`src/segtr_pkg.sv`:
```
// Shared types and constants for the range-add / range-sum core.
`timescale 1ns / 1ps
package segtr_pkg;

  // Fixed widths of the request and result fields
  localparam int CNT_W  = 11;
  localparam int VAL_W  = 32;
  localparam int SUM_W  = 64;
  localparam int ADDR_W = 3;

  // Request codes
  localparam logic CMD_ADD   = 1'b0;
  localparam logic CMD_QUERY = 1'b1;

  // Register byte addresses
  localparam logic [ADDR_W-1:0] REG_ELEMENT_COUNT = 3'd0;

  // Which walk start point the datapath loads
  typedef enum logic [1:0] {
    PT_LEFT,       // update at l, +d
    PT_RIGHT_P1,   // update at r+1, -d
    PT_RIGHT,      // prefix up to r, added
    PT_LEFT_M1     // prefix up to l-1, subtracted
  } segtr_pt_t;

  // Controller to datapath commands
  typedef struct packed {
    logic      load;
    logic      set_pt;
    segtr_pt_t pt_sel;
    logic      mem_rd;
    logic      upd_wr;
    logic      qry_acc;
    logic      mul;
    logic      acc;
    logic      clr_wr;
  } segtr_cmd_t;

  // Datapath to controller status
  typedef struct packed {
    logic err;
    logic is_query;
    logic up_done;
    logic dn_done;
    logic clr_last;
  } segtr_sts_t;

endpackage

```
`src/segtr_ctrl.sv`:
```
// Sequencer for request intake, tree walks, clearing and result handoff.
`timescale 1ns / 1ps
module segtr_ctrl
  import segtr_pkg::*;
(
  input  logic       clk,
  input  logic       rst_n,
  input  logic       in_fire,
  input  logic       cfg_wr,
  input  logic       out_busy,
  input  segtr_sts_t sts,
  output logic       in_ready,
  output logic       out_load,
  output segtr_cmd_t cmd
);

  typedef enum logic [3:0] {
    S_CLEAR, S_IDLE, S_CHECK, S_UP_RD, S_UP_WR,
    S_QY_RD, S_QY_ACC, S_MUL, S_ACC, S_FIN
  } state_t;

  state_t state_r, state_nxt;
  logic   phase_r, phase_nxt;

  // Next state and command decode
  always_comb begin
    state_nxt = state_r;
    phase_nxt = phase_r;
    cmd       = '0;
    cmd.pt_sel = PT_LEFT;
    out_load  = 1'b0;
    unique case (state_r)
      S_CLEAR: begin
        cmd.clr_wr = 1'b1;
        if (sts.clr_last) state_nxt = S_IDLE;
      end
      S_IDLE: begin
        if (in_fire) begin
          cmd.load  = 1'b1;
          state_nxt = S_CHECK;
        end
      end
      S_CHECK: begin
        phase_nxt = 1'b0;
        if (sts.err) begin
          state_nxt = S_FIN;
        end else if (sts.is_query) begin
          cmd.set_pt = 1'b1;
          cmd.pt_sel = PT_RIGHT;
          state_nxt  = S_QY_RD;
        end else begin
          cmd.set_pt = 1'b1;
          cmd.pt_sel = PT_LEFT;
          state_nxt  = S_UP_RD;
        end
      end
      S_UP_RD: begin
        if (sts.up_done) begin
          if (!phase_r) begin
            cmd.set_pt = 1'b1;
            cmd.pt_sel = PT_RIGHT_P1;
            phase_nxt  = 1'b1;
          end else begin
            state_nxt = S_FIN;
          end
        end else begin
          cmd.mem_rd = 1'b1;
          state_nxt  = S_UP_WR;
        end
      end
      S_UP_WR: begin
        cmd.upd_wr = 1'b1;
        state_nxt  = S_UP_RD;
      end
      S_QY_RD: begin
        if (sts.dn_done) begin
          state_nxt = S_MUL;
        end else begin
          cmd.mem_rd = 1'b1;
          state_nxt  = S_QY_ACC;
        end
      end
      S_QY_ACC: begin
        cmd.qry_acc = 1'b1;
        state_nxt   = S_QY_RD;
      end
      S_MUL: begin
        cmd.mul   = 1'b1;
        state_nxt = S_ACC;
      end
      S_ACC: begin
        cmd.acc = 1'b1;
        if (!phase_r) begin
          cmd.set_pt = 1'b1;
          cmd.pt_sel = PT_LEFT_M1;
          phase_nxt  = 1'b1;
          state_nxt  = S_QY_RD;
        end else begin
          state_nxt = S_FIN;
        end
      end
      S_FIN: begin
        if (!out_busy) begin
          out_load  = 1'b1;
          state_nxt = S_IDLE;
        end
      end
      default: state_nxt = S_CLEAR;
    endcase
  end

  assign in_ready = (state_r == S_IDLE);

  // State register; a count write restarts the clearing sweep
  always_ff @(posedge clk) begin
    if (!rst_n) begin
      state_r <= S_CLEAR;
      phase_r <= 1'b0;
    end else if (cfg_wr) begin
      state_r <= S_CLEAR;
      phase_r <= 1'b0;
    end else begin
      state_r <= state_nxt;
      phase_r <= phase_nxt;
    end
  end

endmodule

```
`config.mk`:
```
export PLATFORM = sky130hd
export DESIGN_NAME = segtr_ctrl
export DESIGN_NICKNAME = d
export VERILOG_FILES = /design/src/segtr_pkg.sv /design/src/segtr_ctrl.sv
export SDC_FILE = /design/constraint.sdc
export NUM_CORES = 1
export LEC_CHECK = 0
export BUFFER_PORTS_ARGS = -buffer_cell sky130_fd_sc_hd__buf_2
export CORE_MARGIN = 2
export CORE_UTILIZATION = 41
export DETAILED_ROUTE_END_ITERATION = 16
export PLACE_DENSITY = 0.77
export SETUP_SLACK_MARGIN = 0.02
export SLEW_MARGIN = 15
export SYNTH_ARGS = -nofsm -noshare
export SYNTH_HDL_FRONTEND = slang
export SYNTH_SLANG_ARGS = --single-unit
export TNS_END_PERCENT = 50
```
`constraint.sdc`:
```
create_clock -name clk -period 1.4 [get_ports clk]
set_input_delay 0.28 -clock clk [delete_from_list [all_inputs] [get_ports clk]]
set_output_delay 0.28 -clock clk [all_outputs]
set_load 0.05 [all_outputs]
```
==> results of run 1 <==
what timing repair did:
action / CTS / global route
setup buffers: 1 / 4
resized for setup: 42 / 17
setup endpoints to repair: 15 / 16
hold buffers: 0 / 0
pin swaps: 5 / 9
cloned: 0 / 0
endpoints found under the hold margin: 0 / 0
Yosys cell counts (2+ instances only):
| cell type | count |
|---|---|
| sky130_fd_sc_hd__a21oi_1 | 5 |
| sky130_fd_sc_hd__and3_1 | 2 |
| sky130_fd_sc_hd__and4b_1 | 2 |
| sky130_fd_sc_hd__buf_2 | 3 |
| sky130_fd_sc_hd__clkbuf_1 | 2 |
| sky130_fd_sc_hd__dfxtp_1 | 5 |
| sky130_fd_sc_hd__inv_1 | 3 |
| sky130_fd_sc_hd__nand2_1 | 5 |
| sky130_fd_sc_hd__nand2b_1 | 3 |
| sky130_fd_sc_hd__nand3b_1 | 2 |
| sky130_fd_sc_hd__nor2_1 | 5 |
| sky130_fd_sc_hd__nor2b_1 | 4 |
| sky130_fd_sc_hd__nor3_1 | 4 |
| sky130_fd_sc_hd__nor3b_1 | 2 |
| sky130_fd_sc_hd__nor4_1 | 3 |
| sky130_fd_sc_hd__o21ai_0 | 2 |
| sky130_fd_sc_hd__o21ai_1 | 2 |
state kept, by name, summed over array words and instances (netlist names):
register and flops:
phase_r 1, state_r 4
per-layer routing:
metal	GRT usage	vias up	share of wire
li1	-	380	-
met1	0.373	433	0.37
met2	0.555	79	0.47
met3	0.0217	34	0.087
met4	0.0833	0	0.070
met5	0	-	0
final cells by class:
class / instances / area, um^2 / area share
Timing Repair Buffer: 52 / 478 / 0.388
Inverter: 3 / 18.8 / 0.0152
Clock buffer: 4 / 26.3 / 0.0213
Multi-Input combinational cell: 60 / 578 / 0.469
Tap cell: 15 / 18.8 / 0.0152
Sequential cell: 5 / 113 / 0.0914
report_power, final:
group	total (W)	internal [W]	leakage [nW]	switching (W)
registers	0.000146	0.000141	0.0433	0.00000508
clock network	0.000175	0.000108	0.0150	0.0000668
logic	0.000171	0.0000749	0.468	0.0000963
total	0.000492	0.000324	0.526	0.000168
layout by cell type (no fill, tap or decap), types with 2 or more instances in the layout:
cell type / n
sky130_fd_sc_hd__nand2_4: 3
sky130_fd_sc_hd__o21ai_1: 2
sky130_fd_sc_hd__dfxtp_4: 3
sky130_fd_sc_hd__nor2_1: 4
sky130_fd_sc_hd__and4b_1: 2
sky130_fd_sc_hd__a21oi_1: 4
sky130_fd_sc_hd__o21ai_0: 2
sky130_fd_sc_hd__inv_1: 2
sky130_fd_sc_hd__nand2b_1: 2
sky130_fd_sc_hd__nand2b_4: 2
sky130_fd_sc_hd__buf_2: 9
sky130_fd_sc_hd__buf_6: 16
sky130_fd_sc_hd__nand2_1: 2
sky130_fd_sc_hd__buf_4: 21
sky130_fd_sc_hd__buf_8: 5
sky130_fd_sc_hd__nor3_4: 3
sky130_fd_sc_hd__nand3b_1: 2
sky130_fd_sc_hd__nor2b_1: 2
sky130_fd_sc_hd__clkbuf_4: 3
logic make-up after synthesis:
family / synth area share
compound gates: 0.283
buf+inv: 0.0876
flops: 0.180
simple gates: 0.449
stage by stage:
stage	area, um^2	util	setup slack, ns	power (W)
4_1_cts	1130	0.879	-0.340	0.000463
5_1_grt	1230	0.959	-0.395	0.000503
3_5_place_dp	971	0.756	-0.197	0.000290
2_1_floorplan	732	-	-0.121	0.000243
6_report	1230	0.959	-0.368	0.000492
3_3_place_gp	971	0.756	-0.156	0.000286
worst paths after layout:
kind,start,cells after the start,end,slack [ns]
min,out_busy,2,state_r[3]$_SDFFE_PP0P_,0.36
max,state_r[2]$_SDFFE_PP0P_,4,cmd[7],-0.37
max reg2reg,state_r[1]$_SDFFE_PP0P_,6,state_r[3]$_SDFFE_PP0P_,-0.26
min reg2reg,phase_r$_SDFFE_PP0P_,3,phase_r$_SDFFE_PP0P_,0.72
==> metrics.yaml, run 1 <==
hp-class: "primary input to register"
floorplan.rows: 13
synth_fp_nets: 85
hold_viol: 0
power.static_leakage_nw: 0.526
critical_path.max_stage_delay_ns: 0.48
worst_slew_margin_rel: 0.774
fin_worst_hold_slack_ns: 0.359
power_density_nw_per_um2: 400
setup-violations-final: 15
route.final.wire_length_um: 3280
critical_path.max_fanout: 4
postSynthCellCount: 75
dieWidth_um: 40.9
die_height_um: 40.9
path_cells: "nand2b_4, or4_4, o21ai_4, buf_8"
crit_type: "register to output pin"
nNetsFinal: 135
number_of_standard_cells_in_the_final_layout_excluding_fillers: 139
worst_skew_pair.late_latency_ns: 0.24
synth_edf_count: 0
worst_setup_slack_final_ns: -0.368
critical-path-slowest-cell: "sky130_fd_sc_hd__or4_4"
synthTopCellsByArea: "sky130_fd_sc_hd__dfxtp_1 (18%), sky130_fd_sc_hd__o32ai_4 (4.9%), sky130_fd_sc_hd__a21oi_1 (4.5%), sky130_fd_sc_hd__nor2b_1 (4.5%), sky130_fd_sc_hd__and4b_1 (3.6%)"
port_buffers: 21
core_area_um2: 1280
netlist.area_leader.share: 0.180
async_reset_ff_frac: 0
synth.yosys.seq_area_share: 0.180
postSynthAreaPerCell_um2: 7.42
outcome: "complete, but fails checks"
cts_tree: "built"
critPathRequiredTime_ns: 1.12
synth-warning-count: 0
post_synth_instance_area_um2: 557
cell_family_with_most_cp_delay: "simple AND/OR/NAND/NOR gates"
violated_checks: "setup timing"
maxCapViolCount: 0
tns_ns: -3.36
max_freq_mhz: 566
grt_max_degree: 11
clkSlewWorstSetupHoldPaths_ns: 0.05
gpl.final_weighted_congestion: 0.905
hpwl_detailed_um: 1560
drc: 0
grt_antenna_before_repair: 0
gr-total-overflow: 0
ys_ff_latch: 5
initial_utilization: 0.433
cp-end-kind: "output pin"
cts-root-to-sink-buffers: 2
synth_area_leader_cell: "sky130_fd_sc_hd__dfxtp_1"
worst_pin_slew_ns: 0.336
cts_made_buffers: 3
worst_clock_skew_on_the_final_layout_ns: 0.00305
grt_total_usage: 0.304
first_pass_grt_wire_length_um: 3380
drt-pass1-iter-count: 4
cts-htree-levels: 1
design.die.area_um2: 1670
yosys_most_used_dff: "sky130_fd_sc_hd__dfxtp_1"
rsz_0062_raised_after_global_routing: "yes"
post_route_antenna_net_violation_count: 0
routed_via_density: 6.66
detail_route.iter0.violations: 43
num_io_pins: 22
antenna_cells: 0
grt_pass1_vias: 708
fillCellCount: 28
critical_path.startpoint_type: "register"
post_synthesis_cell_type_count: 38
report.final.slew_viol_count: 0
post_route_cells_drive_above_1_share: 0.677
vdd_drop_max_uv: 539
clock_sink_count: 5
place.detailed.instances: 130
critical_path_buf_inv_count: 1
fin_crit_sh: 1.26
finalWorstPathRequiredPeriod_ns: 1.77
layout-area-overhead-vs-synth_pct: 121
clock-root-buffer: "sky130_fd_sc_hd__clkbuf_4"
vias: 926
timing.critical_path.arrival_ns: 1.49
wire_per_inst_um: 23.6
Power figures use the tool's default switching activity.
==> run 2: changes to the inputs <==
--- a/config.mk
+++ b/config.mk
@@ -5,7 +5,7 @@
 export SDC_FILE = /design/constraint.sdc
 export NUM_CORES = 1
 export LEC_CHECK = 0
-export BUFFER_PORTS_ARGS = -buffer_cell sky130_fd_sc_hd__buf_2
+export BUFFER_PORTS_ARGS = -buffer_cell sky130_fd_sc_hd__buf_4
 export CORE_MARGIN = 2
 export CORE_UTILIZATION = 41
 export DETAILED_ROUTE_END_ITERATION = 16
==> metrics.yaml, run 2 (synthesis results as in run 1) <==
outcome: "complete, but fails checks"
violated_checks: "setup timing"
cts-hold-fix-buffers: 0  # unchanged
antenna_cells: 0  # unchanged
hpwl_detailed_um: 1600  # +3.1%
rsz_0062_raised_after_global_routing: "yes"
layout.cells.most_common: "sky130_fd_sc_hd__buf_4"
setup-violations-final: 15  # unchanged
clock-root-buffer: "sky130_fd_sc_hd__clkbuf_4"
grt_max_degree: 9  # -2
dieWidth_um: 40.9  # unchanged
worst_skew_pair.late_latency_ns: 0.26  # +0.02 ns
routed_via_density: 7.14  # +7.2%
clock_sink_count: 5  # unchanged
timing.critical_path.arrival_ns: 1.54  # +0.05 ns
grt_pass1_vias: 803  # +13%
report.final.slew_viol_count: 0  # unchanged
power_density_nw_per_um2: 418  # +4.7%
fin_worst_hold_slack_ns: 0.324  # -0.0346 ns
post_route_cells_drive_above_1_share: 0.669  # -0.00806
place.detailed.instances: 130  # unchanged
cp-end-kind: "output pin"
drc: 0  # unchanged
worst-r2r-setup-slack_ns: -0.23  # +0.03 ns
clkSlewWorstSetupHoldPaths_ns: 0.06  # about the same
design.die.area_um2: 1670  # unchanged
first_pass_grt_wire_length_um: 3990  # +18%
worst_pin_slew_ns: 0.310  # -0.0257 ns
cts_made_buffers: 3  # unchanged
crit_type: "register to output pin"
grt_antenna_before_repair: 0  # unchanged
drt-pass1-iter-count: 5  # +1
vias: 993  # +7.2%
largest_register_ffs: 4  # unchanged
critical_path.max_fanout: 3  # -1
gpl.final_weighted_congestion: 0.868  # -4.1%
total_power_w: 0.000522  # +6.1%
initial_utilization: 0.433  # unchanged
vdd_drop_max_uv: 440  # -18%
number_of_standard_cells_in_the_final_layout_excluding_fillers: 139  # unchanged
hold_viol: 0  # unchanged
cts-root-to-sink-buffers: 2  # unchanged
grt_total_usage: 0.378  # +0.0739
detail_route.iter0.violations: 95  # +120%
layout-area-overhead-vs-synth_pct: 124
fin_crit_sh: 1.30  # +0.0371
cts_tree: "built"
max_freq_mhz: 549  # -2.9%
floorplan.rows: 13  # unchanged
tns_ns: -3.78  # -0.427 ns
worst_setup_slack_final_ns: -0.420  # -0.0520 ns
critPathRequiredTime_ns: 1.12  # about the same
register_containing_the_most_flip_flops_in_the_final_layout: "state_r"
post_route_antenna_net_violation_count: 0  # unchanged
num_io_pins: 22  # unchanged
most-common-layout-cells: "sky130_fd_sc_hd__buf_4 (33), sky130_fd_sc_hd__buf_6 (12), sky130_fd_sc_hd__buf_8 (6)"
route.final.wire_length_um: 3680  # +12%
worst_clock_skew_on_the_final_layout_ns: 0.00572  # +0.00267 ns
hp-class: "primary input to register"
nNetsFinal: 135  # unchanged
critical_path.startpoint_type: "register"
power.static_leakage_nw: 0.531  # +0.92%
gr-total-overflow: 0  # unchanged
finalWorstPathRequiredPeriod_ns: 1.82  # +0.0520 ns
worst_slew_margin_rel: 0.791  # +0.0173
port_buffers: 21  # unchanged
cts-htree-levels: 1  # unchanged
die_height_um: 40.9  # unchanged
maxCapViolCount: 0  # unchanged
core_area_um2: 1280  # unchanged
wire_per_inst_um: 26.4  # +12%
layout_top_registers: "state_r: 4 flops, phase_r: 1 flops"
## run 2: metrics by stage
| stage | setup WS [ns] | instance area (um^2) | util |
|---|---|---|---|
| 3_5_place_dp | -0.146 | 1020 | 0.796 |
| 6_report | -0.420 | 1250 | 0.972 |
| 4_1_cts | -0.362 | 1190 | 0.925 |
| 2_1_floorplan | -0.121 | 732 | - |
| 5_1_grt | -0.431 | 1250 | 0.972 |
| 3_3_place_gp | -0.101 | 1020 | 0.796 |
## run 2: final cells by class
cell class              count  area [um^2]
clock buffers               4         26.3
inverters                   3         23.8
repair buffers             52          493
multi-input cells          60          574
well taps                  15         18.8
flip-flops and latches      5          113
fillers                    20         36.3
## run 2: repair_timing
item	in CTS	in global routing
endpoints found under the setup margin	15	17
gates resized for setup	34	11
hold endpoints to repair	0	0
setup buffers	3	2
pin swaps	4	8
## run 2: report_power, final
group | total, W | leakage (nW) | internal (W) | switching (W)
clock network | 0.000189 | 0.0150 | 0.000109 | 0.0000801
registers | 0.000146 | 0.0433 | 0.000141 | 0.00000499
logic | 0.000187 | 0.473 | 0.0000839 | 0.000103
total | 0.000522 | 0.531 | 0.000334 | 0.000189
## run 2: metal layers
layer / routed length [um] / vias up / GRT usage / part of all wire
met4: 272 / 0 / 0.0750 / 0.074
met3: 456 / 55 / 0.0489 / 0.12
met1: 1310 / 445 / 0.449 / 0.36
li1: - / 381 / - / -
met5: 0 / - / 0 / 0
met2: 1640 / 112 / 0.707 / 0.45
## run 2: worst paths after layout
| kind | cells after the start | end | start |
|---|---|---|---|
| max | 3 | cmd[7] | phase_r$_SDFFE_PP0P_ |
| min | 3 | state_r[2]$_SDFFE_PP0P_ | cfg_wr |
| max reg2reg | 5 | state_r[3]$_SDFFE_PP0P_ | state_r[0]$_SDFFE_PP0P_ |
| min reg2reg | 3 | phase_r$_SDFFE_PP0P_ | phase_r$_SDFFE_PP0P_ |
## run 2: critical path, stage by stage, from the launching register on
cell                      delay, ns
sky130_fd_sc_hd__dfxtp_1       0.35
sky130_fd_sc_hd__or4_4         0.62
sky130_fd_sc_hd__o21ai_4       0.12
sky130_fd_sc_hd__buf_6         0.19
